<file path="src/design/qrs_isqrt.sv">
// Pipelined integer square root, one result bit per stage.
// Standalone; instantiated by quadratic_root_solver_core.
module qrs_isqrt #(
	parameter int RW = 17
) (
	input  logic            clk,
	input  logic            en,
	input  logic [2*RW-1:0] radicand,
	output logic [RW-1:0]   root
);

	logic [RW+1:0]   rem_s  [RW];
	logic [RW-1:0]   root_s [RW];
	logic [2*RW-1:0] rad_s  [RW];

	for (genvar k = 0; k < RW; k++) begin : g_stage
		logic [RW+1:0]   rem_i;
		logic [RW+1:0]   remx;
		logic [RW+1:0]   trial;
		logic [RW-1:0]   root_i;
		logic [2*RW-1:0] rad_i;

		if (k == 0) begin : g_first
			assign rem_i  = '0;
			assign root_i = '0;
			assign rad_i  = radicand;
		end else begin : g_next
			assign rem_i  = rem_s[k-1];
			assign root_i = root_s[k-1];
			assign rad_i  = rad_s[k-1];
		end

		// remainder stays below 2^RW before the shift
		assign remx  = {rem_i[RW-1:0], rad_i[2*RW-1 -: 2]};
		assign trial = {root_i, 2'b01};

		always_ff @(posedge clk) begin
			if (en) begin
				if (remx >= trial) begin
					rem_s[k]  <= remx - trial;
					root_s[k] <= {root_i[RW-2:0], 1'b1};
				end else begin
					rem_s[k]  <= remx;
					root_s[k] <= {root_i[RW-2:0], 1'b0};
				end
				rad_s[k] <= rad_i << 2;
			end
		end
	end

	assign root = root_s[RW-1];

endmodule

</file>
<file path="config.mk">
export PLATFORM = sky130hd
export DESIGN_NAME = qrs_isqrt
export DESIGN_NICKNAME = d
export VERILOG_FILES = /design/src/design/qrs_isqrt.sv
export SDC_FILE = /design/constraint.sdc
export NUM_CORES = 1
export LEC_CHECK = 0
export ABC_AREA = 1
export ABC_CLOCK_PERIOD_IN_PS = 2400
export BUFFER_PORTS_ARGS = -buffer_cell sky130_fd_sc_hd__buf_2
export CAP_MARGIN = 15
export CORE_ASPECT_RATIO = 1.25
export CORE_MARGIN = 3
export CORE_UTILIZATION = 55
export CTS_CLUSTER_DIAMETER = 120
export DETAILED_ROUTE_END_ITERATION = 6
export HOLD_SLACK_MARGIN = 0.15
export PLACE_DENSITY = 0.68
export SLEW_MARGIN = 20
export SYNTH_ARGS = -nofsm -noshare
export SYNTH_HDL_FRONTEND = slang
export SYNTH_SLANG_ARGS = --single-unit
</file>
<file path="constraint.sdc">
create_clock -name clk -period 2.4 [get_ports clk]
set_input_delay 0.36 -clock clk [delete_from_list [all_inputs] [get_ports clk]]
set_output_delay 0.36 -clock clk [all_outputs]
set_load 0.01 [all_outputs]
</file>
### After elaboration in Yosys (flattened, before gate mapping)

Memories as Yosys holds them, arrays and structs flattened.
Index checks and enable logic that the tools add are counted.

| storage, ports and cells | value |
|---|---|
| bits in registers | 0 |
| RAM bits | 1156 |
| output and inout port bits | 17 |
| memories kept | 3 |

| operators by class | value |
|---|---|
| $add $sub $neg | 17 |
| $lt $le $gt $ge | 17 |
| muxes and demuxes | 138 |
| bitwise logic cells | 34 |

Memory list:

| memory | depth | bits a word | rd ports | clocked after Yosys merged registers in | wr ports | line | RTL |
|---|---|---|---|---|---|---|---|
| rad_s | 17 | 32 | 16 | 0 | 17 | 14 | `logic [2*RW-1:0] rad_s [RW];` |
| rem_s | 17 | 19 | 16 | 0 | 17 | 12 | `logic [RW+1:0] rem_s [RW];` |
| root_s | 17 | 17 | 17 | 0 | 17 | 13 | `logic [RW-1:0] root_s [RW];` |

Operators by type and width:

| cell | number |
|---|---|
| 19-bit two-way mux | 17 |
| 19-bit >= comparator | 16 |
| 19-bit subtractor | 16 |
| 17-bit two-way mux | 17 |
| 1-bit two-way mux | 104 |
| 1-bit OR | 34 |
| 2-bit by 1-bit subtractor with 3-bit output, second input constant | 1 |
| 2-bit by 1-bit >= comparator with 1-bit output, second input constant | 1 |

### Logic depth before layout (Yosys ltp)

An unclocked memory read counts as a cell.

| depth | value |
|---|---|
| depth after elaboration | 6 |
| depth in mapped cells | 14 |
| gate-level depth less buffers | 14 |

### Worst setup path after synthesis

No wires, ideal clock.

| timing path | value |
|---|---|
| path kind | input to register |
| start point | input en |
| end point | memory rem_s[15][0] (netlist bit) (enable) |
| library setup time | 401 ps |
| arrival time | 1590 ps |
| path slack | 409 ps |
| stages on the path | 3 |
| buffers on the path | 3 |
| cell sequence | buf_4 > buf_4 > clkbuf_1 |

RTL lines:

| what | line | RTL |
|---|---|---|
| start, declared | 7 | `input logic en,` |
| end, declared | 12 |  |

==> flow_metrics.py <==
metrics = {
    "outcome": {
        "outcome": "finished with violations",
        "violations": "DRC",
    },
    "clock_network": {
        "cts.clk_slew.worst_paths_ns": 0.06,
        "htreeDepth": 3,
        "cts.sink_count": 679,
        "cts_buffer_depth": 3,
        "cts_buffers": 71,
        "clock_latency_ns": 0.62,
        "cts_tree": "done",
        "root_buffer": "clkbuf_16",
    },
    "global_route": {
        "overflow": 0,
        "grt.total_usage_pct": 22.58,
        "grt_max_degree": 146,
        "antenna_found_initial": 0,
        "grt_first_pass_wirelength_um": 122100,
        "grt_pass1_vias": 24353,
    },
    "placed_design": {
        "port_buffers": 52,
        "dp_hpwl_um": 57630,
        "dp_cells": 4710,
        "place_congestion": 0.9315,
    },
    "drt": {
        "wl_per_cell_um": 15.60,
        "first_pass_iters": 7,
        "postRouteAntennaNets": 0,
        "vias": 24960,
        "drc": 3,
        "drt-total-wl_um": 76160,
        "drt_iter0_markers": 1498,
        "via_per_inst": 5.113,
    },
    "timing": {
        "clock.fmax_mhz": 437.2,
        "slew_headroom_pct": 42.30,
        "slew_violations": 0,
        "setup_viol": 0,
        "period_minus_slack_ns": 2.287,
        "worst_pin_slew_ns": 0.8655,
        "finalSetupTns_ns": 0,
        "hold_viol_final": 0,
        "fin_worst_skew_ns": 0.03285,
        "rsz0062_at_grt": "false",
        "fin_crit_sh_pct": 95.31,
    },
    "yosys": {
        "synth_edf_count": 678,
        "avgSynthCellArea_um2": 9.350,
        "synthesis.area_um2": 35770,
        "async_reset_ff_share_pct": 0,
        "synthTopCellsByArea": "edfxtp_1, nand2_1, inv_1",
        "ys_seq_area_share_pct": 56.97,
        "yosysMostFrequentCell": "nand2_1",
        "synth_fp_nets": 4033,
        "yosysTopAreaCell": "edfxtp_1",
        "netlist_instances": 3826,
        "ys_warn_count": 0,
        "synth_top_area_share_pct": 56.91,
        "ys_types": 52,
        "synth_common_cells": "nand2_1, edfxtp_1, inv_1",
        "synth-seq-cells": 679,
        "synthFlopType": "edfxtp_1",
    },
    "floorplanning": {
        "die_y_um": 291.1,
        "ios": 53,
        "start_util_pct": 56.08,
        "die_w_um": 234.1,
        "rows": 103,
        "coreArea_um2": 63790,
        "dieArea_um2": 68160,
    },
    "cells_and_area": {
        "drive_above_1_share_pct": 7.397,
        "fin_cells": 4882,
        "nets": 4195,
        "areaGrowthSynthToFinish_pct": 12.22,
        "n_antenna_cell": 0,
    },
    "worst_setup_path": {
        "path_class": "reg2reg",
        "crit_required_ns": 2.76,
        "worstPathArrival_ns": 2.65,
        "startpoint_type": "flop",
        "worst-path-max-fanout": 8,
        "rrSetupSlack_ns": 0.11,
        "crit_path_end_kind": "flop",
    },
    "power_and_ir_drop": {
        "ir_drop_uv": 603.3,
        "power_uw": 32540,
        "power_density_nw_per_um2": 810.5,
        "leakage_uw": 0.01831,
    },
    "hold_path": {
        "min_path_type": "in2reg",
    },
    "run": {
        "drv_cap": 0,
    },
}
-- path summary, 6_finish.rpt --
check,startpoint,end,cells after the start
worst max-delay path,rem_s[3][0],rem_s[4][11],8
worst min-delay path,en,rad_s[0][20],2
worst max register to register,rem_s[3][0],rem_s[4][11],8
worst min register to register,rad_s[0][221],rad_s[0][255],0
-- worst max-delay path, stage by stage, from the launching register on --
cell	delay (ns)
edfxtp_1	0.42
ha_2	0.46
nand3_1	0.10
nand2_1	0.18
nand3_1	0.09
nand2_1	0.20
nor2_4	0.10
buf_4	0.15
o21ai_0	0.33
-- routing by layer --
metal	vias up	part of all wire [%]	global-route usage [%]
met5	-	0	0
met4	0	4.2	9.500
met3	188	3.3	2.976
met2	485	52	41.00
met1	11452	40	26.64
li1	12835	-	-
-- power by group --
part	internal (µW)	switching [µW]	total [µW]
clock	6940	4600	11500
sequential	14500	689	15200
combinational	2040	3760	5800
-- registers in the layout, summed over array words and instances (netlist names) --
signal and flops:
rem_s 254, root_s 153, rad_s 272
-- kinds of logic after synthesis --
family / Yosys count / synth area share [%]
buffers and inverters: 728 / 8.062
AOI/OAI and AO/OA: 263 / 4.110
DFF: 679 / 56.97
adders and majority gates: 171 / 5.981
and+or+nand+nor: 1882 / 22.36
xor gates and xnor gates: 103 / 2.522
-- stage by stage --
step           utilization (%)  setup WS [ns]  hold slack, ns  area [µm²]
6_report                 62.93         0.1126          0.2630       40150
5_1_grt                  62.93       0.001364          0.2357       40150
4_1_cts                  62.67        0.02017          0.2281       39980
3_5_place_dp             58.25        0.05827          0.4045       37160
3_3_place_gp             58.25        0.05329          0.4003       37160
2_1_floorplan                -         0.4088          0.4003       35770
-- placed cells by master, fill, tap and decap left out, types with 13 or more instances in the layout --
master	count
a21oi_1	115
buf_2	51
buf_4	49
bufinv_16	13
clkbuf_1	13
clkbuf_16	71
dlygate4sd3_1	34
edfxtp_1	678
ha_1	170
inv_1	666
nand2_1	1081
nand3_1	280
nand3b_1	22
nand4_1	62
nor2_1	326
nor3_1	44
o21ai_0	89
xnor2_1	34
xor2_1	69
-- area by class of cell --
type / count / area (µm²)
Fill cell: 5319 / 23650
Sequential cell: 679 / 20380
Multi-Input combinational cell: 2420 / 12600
Inverter: 675 / 2541
Clock buffer: 84 / 1826
Timing Repair Buffer: 141 / 1099
Tap cell: 840 / 1051
Clock inverter: 43 / 649.4
-- repair_timing --
action | 4_1_cts | 5_1_grt
buffers inserted | 0 | 10
endpoints found under the setup margin | 0 | 71
resized for setup | 0 | 16
endpoints found under the hold margin | 34 | 0
hold buffers | 34 | 0
No activity file was read; power rests on OpenSTA's default activity.
