[src/design/qrs_div.sv]
// Pipelined unsigned restoring divider, one quotient bit per stage.
// Standalone; instantiated twice by quadratic_root_solver_core.
module qrs_div #(
	parameter int NW = 33,
	parameter int VW = 17
) (
	input  logic          clk,
	input  logic          en,
	input  logic [NW-1:0] dividend,
	input  logic [VW-1:0] divisor,
	output logic [NW-1:0] quotient
);

	logic [VW-1:0] rem_s [NW];
	logic [NW-1:0] quo_s [NW];
	logic [NW-1:0] num_s [NW];
	logic [VW-1:0] dv_s  [NW];

	for (genvar k = 0; k < NW; k++) begin : g_stage
		logic [VW-1:0] rem_i;
		logic [NW-1:0] quo_i;
		logic [NW-1:0] num_i;
		logic [VW-1:0] dv_i;
		logic [VW:0]   remx;
		logic [VW:0]   diff;

		if (k == 0) begin : g_first
			assign rem_i = '0;
			assign quo_i = '0;
			assign num_i = dividend;
			assign dv_i  = divisor;
		end else begin : g_next
			assign rem_i = rem_s[k-1];
			assign quo_i = quo_s[k-1];
			assign num_i = num_s[k-1];
			assign dv_i  = dv_s[k-1];
		end

		assign remx = {rem_i, num_i[NW-1]};
		assign diff = remx - {1'b0, dv_i};

		always_ff @(posedge clk) begin
			if (en) begin
				if (remx >= {1'b0, dv_i}) begin
					rem_s[k] <= diff[VW-1:0];
					quo_s[k] <= {quo_i[NW-2:0], 1'b1};
				end else begin
					rem_s[k] <= remx[VW-1:0];
					quo_s[k] <= {quo_i[NW-2:0], 1'b0};
				end
				num_s[k] <= num_i << 1;
				dv_s[k]  <= dv_i;
			end
		end
	end

	assign quotient = quo_s[NW-1];

endmodule

[config.mk]
export PLATFORM = sky130hd
export DESIGN_NAME = qrs_div
export DESIGN_NICKNAME = d
export VERILOG_FILES = /design/src/design/qrs_div.sv
export SDC_FILE = /design/constraint.sdc
export NUM_CORES = 2
export LEC_CHECK = 0
export BUFFER_PORTS_ARGS = -buffer_cell sky130_fd_sc_hd__buf_4
export CORE_ASPECT_RATIO = 0.7
export CORE_MARGIN = 3
export CORE_UTILIZATION = 30
export DETAILED_ROUTE_END_ITERATION = 12
export PLACE_DENSITY = 0.5
export SLEW_MARGIN = 10
export SYNTH_ARGS = -nofsm -noshare
export SYNTH_HDL_FRONTEND = slang
export SYNTH_SLANG_ARGS = --single-unit
export TNS_END_PERCENT = 50
[constraint.sdc]
create_clock -name clk -period 4.01 [get_ports clk]
set_input_delay 0 -clock clk [delete_from_list [all_inputs] [get_ports clk]]
set_output_delay 0 -clock clk [all_outputs]
set_load 0.05 [all_outputs]
==> Word-level counts from Yosys, hierarchy flattened <==
Memories as Yosys holds them, arrays and structs flattened.
Index checks and enable logic that the tools add are counted.
Widths: inputs -> output; s select.
{ "totals": {"ff_bits": 0, "ramBits": 3267, "input_bits": 52, "out_inout_bits": 33, "wordCells": 402, "mem_count": 4} }
{ "mem_list": {"columns": ["name", "words", "word_bits", "rd", "rd_ports_with_merged_regs", "wr", "line", "source"], "rows": [
  ["quo_s", 33, 33, 33, 0, 33, "15", "logic [NW-1:0] quo_s [NW];"],
  ["num_s", 33, 32, 32, 0, 33, "16", "logic [NW-1:0] num_s [NW];"],
  ["dv_s", 33, 17, 32, 0, 33, "17", "logic [VW-1:0] dv_s [NW];"],
  ["rem_s", 33, 17, 32, 0, 33, "14", "logic [VW-1:0] rem_s [NW];"]
]} }
{ "op_classes": {"n_addsub": 33, "order_cmp": 33, "n_mux": 266, "bitwise": 66} }
{ "op_table": {"columns": ["op", "count"], "rows": [
  ["$mux 33", 33],
  ["$ge 18x17->1", 32],
  ["$mux 17", 33],
  ["$sub 17x17->17", 32],
  ["$mux 1", 200],
  ["$or 1x1->1", 66],
  ["$ge 1x17->1", 1],
  ["$sub 1x17->17", 1]
]} }

==> Longest topological paths before layout <==
An unclocked memory read counts as a cell.
{ "logic_depth": {"word_depth": 6, "mapped_depth": 13, "mapped_depth_nobuf": 12} }

==> Worst setup path before layout <==
Ideal clock, no wire load.
{ "synth_path": {"path_kind": "flip-flop to flip-flop", "start": "memory dv_s[12][0], in the netlist dv_s[0][204]", "end": "memory rem_s[13][11] (data pin)", "setup_ns": 0.260, "arrival_ns": 3.036, "setup_slack_ns": 0.714, "path_stages_with_launch": 12, "n_path_buf": 1, "synth_period_minus_slack_ns": 3.296, "path_cell_list": "edfxtp_1 > ha_1 > fa_1 > nor2b_1 > o21ai_0 > a21boi_0 > o31ai_1 > a31oi_1 > a311oi_2 > o41ai_4 > buf_4 > mux2_2"} }
{ "synth_lines": {"columns": ["element", "line"], "rows": [
  ["from (decl)", "17"],
  ["to (decl)", "14"]
]} }

==> out/metrics.csv <==
stage,metric,value,unit
run_status,status,completed,
finish,"leading cell types in the layout, fill and taps excluded","edfxtp_1, inv_1, ha_1",
synth,synthesized cell area,99200,sq um
cts,CTS Sinks,2177,
global_route,vias in the first global route,54820,
synth,synth warn,0,
sta,Worst Tran Pin Value,1.092,ns
finish,share of cells above drive strength 1,11.20,%
synth,post-synth net total,7720,
finish,filler cell count in the final layout,31420,
finish,nets,8095,
worst_setup_path,kind of end point of the critical path,flop,
synth,cells after synthesis,7091,
synth,sequential element share of the synthesized area,65.89,%
global_route,grt total ovfl,0,
routing,routed length per placed instance,17.40,um
worst_setup_path,R2R Path Start,num_s[0][927]$_DFFE_PP_,
die,total I/O pin count,85,
cts,clock latency on the worst-skew pair,0.88,ns
power,Lkg Pwr,43.29,nW
routing,DR DRC count,0,
finish,Layout area overhead,15.02,%
worst_setup_path,"Max FO, Critical Path",30,
finish,"commonest non-fill, non-tap cell in the layout",edfxtp_1,
die,Std-Cell Rows,175,
global_route,global-route wire length before repair,325.4,mm
finish,Final Util,34.90,%
routing,drt total wl,208.6,mm
cts,TritonCTS clock tree,done,
sta,Max Freq,255.8,MHz
cts,clock-pin slew on the worst setup and hold paths,0.06,ns
synth,"top cells by area, synth","edfxtp_1, ha_1, mux2_2",
cts,maximum clock insertion buffer count,4,
synth,Most used DFF post-synth,edfxtp_1,
sta,final setup TNS,0,ns
routing,Final ANT Viol Nets,0,
sta,"Hold Violations, Final",0,
synth,"Distinct cells, synth",87,
die,initial core utilization,30.34,%
sta,final worst slack,0.09993,ns
hold_path,Hold Path End,rem_s[0][12]$_SDFFCE_PP0P_,
sta,Final period util,97.51,%
worst_setup_path,Worst R2R Path Depth,11,
worst_setup_path,crit path DAT,4.53,ns
worst_setup_path,reg2reg end,rem_s[29][4]$_DFFE_PP_,
synth,Yosys top cell by area,edfxtp_1,
worst_setup_path,critical path startpoint category,flop,
routing,vias per cell,4.658,
worst_setup_path,R2R setup slack,0.1,ns
hold_path,worst min path class,in2reg,
placement,RePlAce Congestion,0.8633,
power,cell area power density,710.2,nW/um^2
synth,#FFs+latches synth,2177,
synth,Synth async-reset ratio,0,%
die,Die Width,693.3,um
placement,Final HPWL DP,146.0,mm
die,Die Y,487.1,um
finish,Finished Cell Area,114100,sq um
sta,RSZ-0062 raised after global routing,no,
power,peak supply drop,400.6,uV
placement,Placed Cells,11460,
placement,Port-buffer cells,84,
hold_path,hold path start,divisor[11],
routing,initial DRC count,4604,
global_route,initial antenna violation count,9,
cts,clock root cell,clkbuf_16,
placement,pre-CTS setup slack,0.05675,ns
hold_path,hold depth,5,
die,Core Region,326900,sq um
cts,Inserted Clock Buffers,230,
power,total design power,81.03,mW
cts,CTS H-Tree Depth,4,
global_route,Tot GR Track Use,12.14,%
global_route,largest net degree at the start of global routing,190,
routing,total number of vias,55850,
synth,"EDFF count, synth",2176,
finish,Final Non-Filler Cells,11990,
sta,Final setup viols,0,
sta,skew final,0.06240,ns
worst_setup_path,critical path class,reg2reg,
job,Max Cap Viol,0,
die,die footprint,337700,sq um
sta,Final Critical Period,3.910,ns
synth,Yosys top cell area share,65.87,%
sta,Fin Hold WS,0.1314,ns
sta,fin. max-slew vios,0,
worst_setup_path,Critical Path RT,4.63,ns
routing,First-pass DRT Iterations,5,
sta,Rel. slew slack,27.17,%
placement,post-place instance area,105600,sq um
synth,syn avg cell area,13.99,sq um
registers in the layout (all words and copies together) (netlist names):
register  cells
rem_s       544
quo_s       561
dv_s        544
num_s       528
synth_stat cells, types with 40 or more instances:
cell	instances
xnor2_1	252
o21ai_0	250
nand2_1	242
nand4_1	51
mux2i_1	52
edfxtp_1	2176
a31oi_1	46
xor2_1	147
o31ai_1	47
ha_1	546
nand3_1	101
o21a_1	77
nor2b_1	96
inv_1	742
nor2_1	396
nand2b_1	60
and3_1	40
nor3_1	123
a21o_1	167
and2_1	53
clkbuf_1	111
mux2_2	264
a21oi_1	453
how the worst max path moves through the flow:
| stage | slack [ns] | endpoint | cells past startpoint | from |
|---|---|---|---|---|
| after global placement | 0.05 | rem_s[23][0]$_DFFE_PP_ | 11 | dv_s[0][374]$_DFFE_PP_ |
| after global routing | 0.02 | rem_s[29][4]$_DFFE_PP_ | 11 | num_s[0][927]$_DFFE_PP_ |
| after detailed placement | 0.06 | rem_s[11][11]$_DFFE_PP_ | 10 | rem_s[10][1]$_DFFE_PP_ |
| after floorplan | 0.71 | rem_s[13][11]$_DFFE_PP_ | 11 | dv_s[0][204]$_DFFE_PP_ |
| final | 0.1 | rem_s[29][4]$_DFFE_PP_ | 11 | num_s[0][927]$_DFFE_PP_ |
| after CTS | 0.02 | rem_s[23][0]$_DFFE_PP_ | 11 | dv_s[0][374]$_DFFE_PP_ |
cell type report:
type | instances | area, sq um | area share (%)
multi-input cells | 4030 | 30530 | 26.76
well taps | 4336 | 5425 | 4.755
diodes | 4 | 10.01 | 0.008773
inverters | 743 | 2789 | 2.444
flip-flops and latches | 2177 | 65360 | 57.29
clock buffers | 267 | 5916 | 5.185
clock inverters | 150 | 1444 | 1.265
repair buffers | 284 | 2618 | 2.294
logic make-up (layout without fill, tap and decap cells):
logic type | after synthesis | after routing | synth area share (%)
flops | 2177 | 2177 | 65.89
compound gates | 1402 | 1402 | 9.334
simple gates | 1319 | 1319 | 6.606
buf+inv | 884 | 1444 | 3.418
fa+ha+maj | 577 | 577 | 7.513
xor+xnor | 399 | 399 | 3.523
mux | 333 | 333 | 3.715
other cells | 0 | 4 | 0
what timing repair did:
item / in CTS / in global routing
gates resized for setup: 0 / 3
buffers inserted: 0 / 7
hold buffers: 101 / 0
endpoints found under the setup margin: 0 / 37
hold endpoints to repair: 312 / 0
per-layer routing:
layer	track usage [%]	routed length, um	up-vias
li1	-	-	27220
met1	19.32	109300	27090
met2	16.62	82290	1252
met3	2.427	12870	290
met4	2.765	4195	2
met5	0	16	-
worst max-delay path, stage by stage (launching register included):
cell and delay [ns]:
edfxtp_1 0.48, inv_1 0.10, ha_1 0.19, fa_1 0.24, nor2b_1 0.09, o31ai_1 0.50
a211oi_1 0.25, nor4_1 0.71, o32ai_1 0.25, a31oi_2 0.29, buf_12 0.21, mux2_2 0.34
where the power goes:
group | total, mW | internal [mW] | switching (mW)
Combinational | 27.1 | 12.3 | 14.8
Clock | 21.1 | 12.1 | 8.96
Sequential | 32.9 | 30.6 | 2.37
Power figures use the tool's default switching activity.
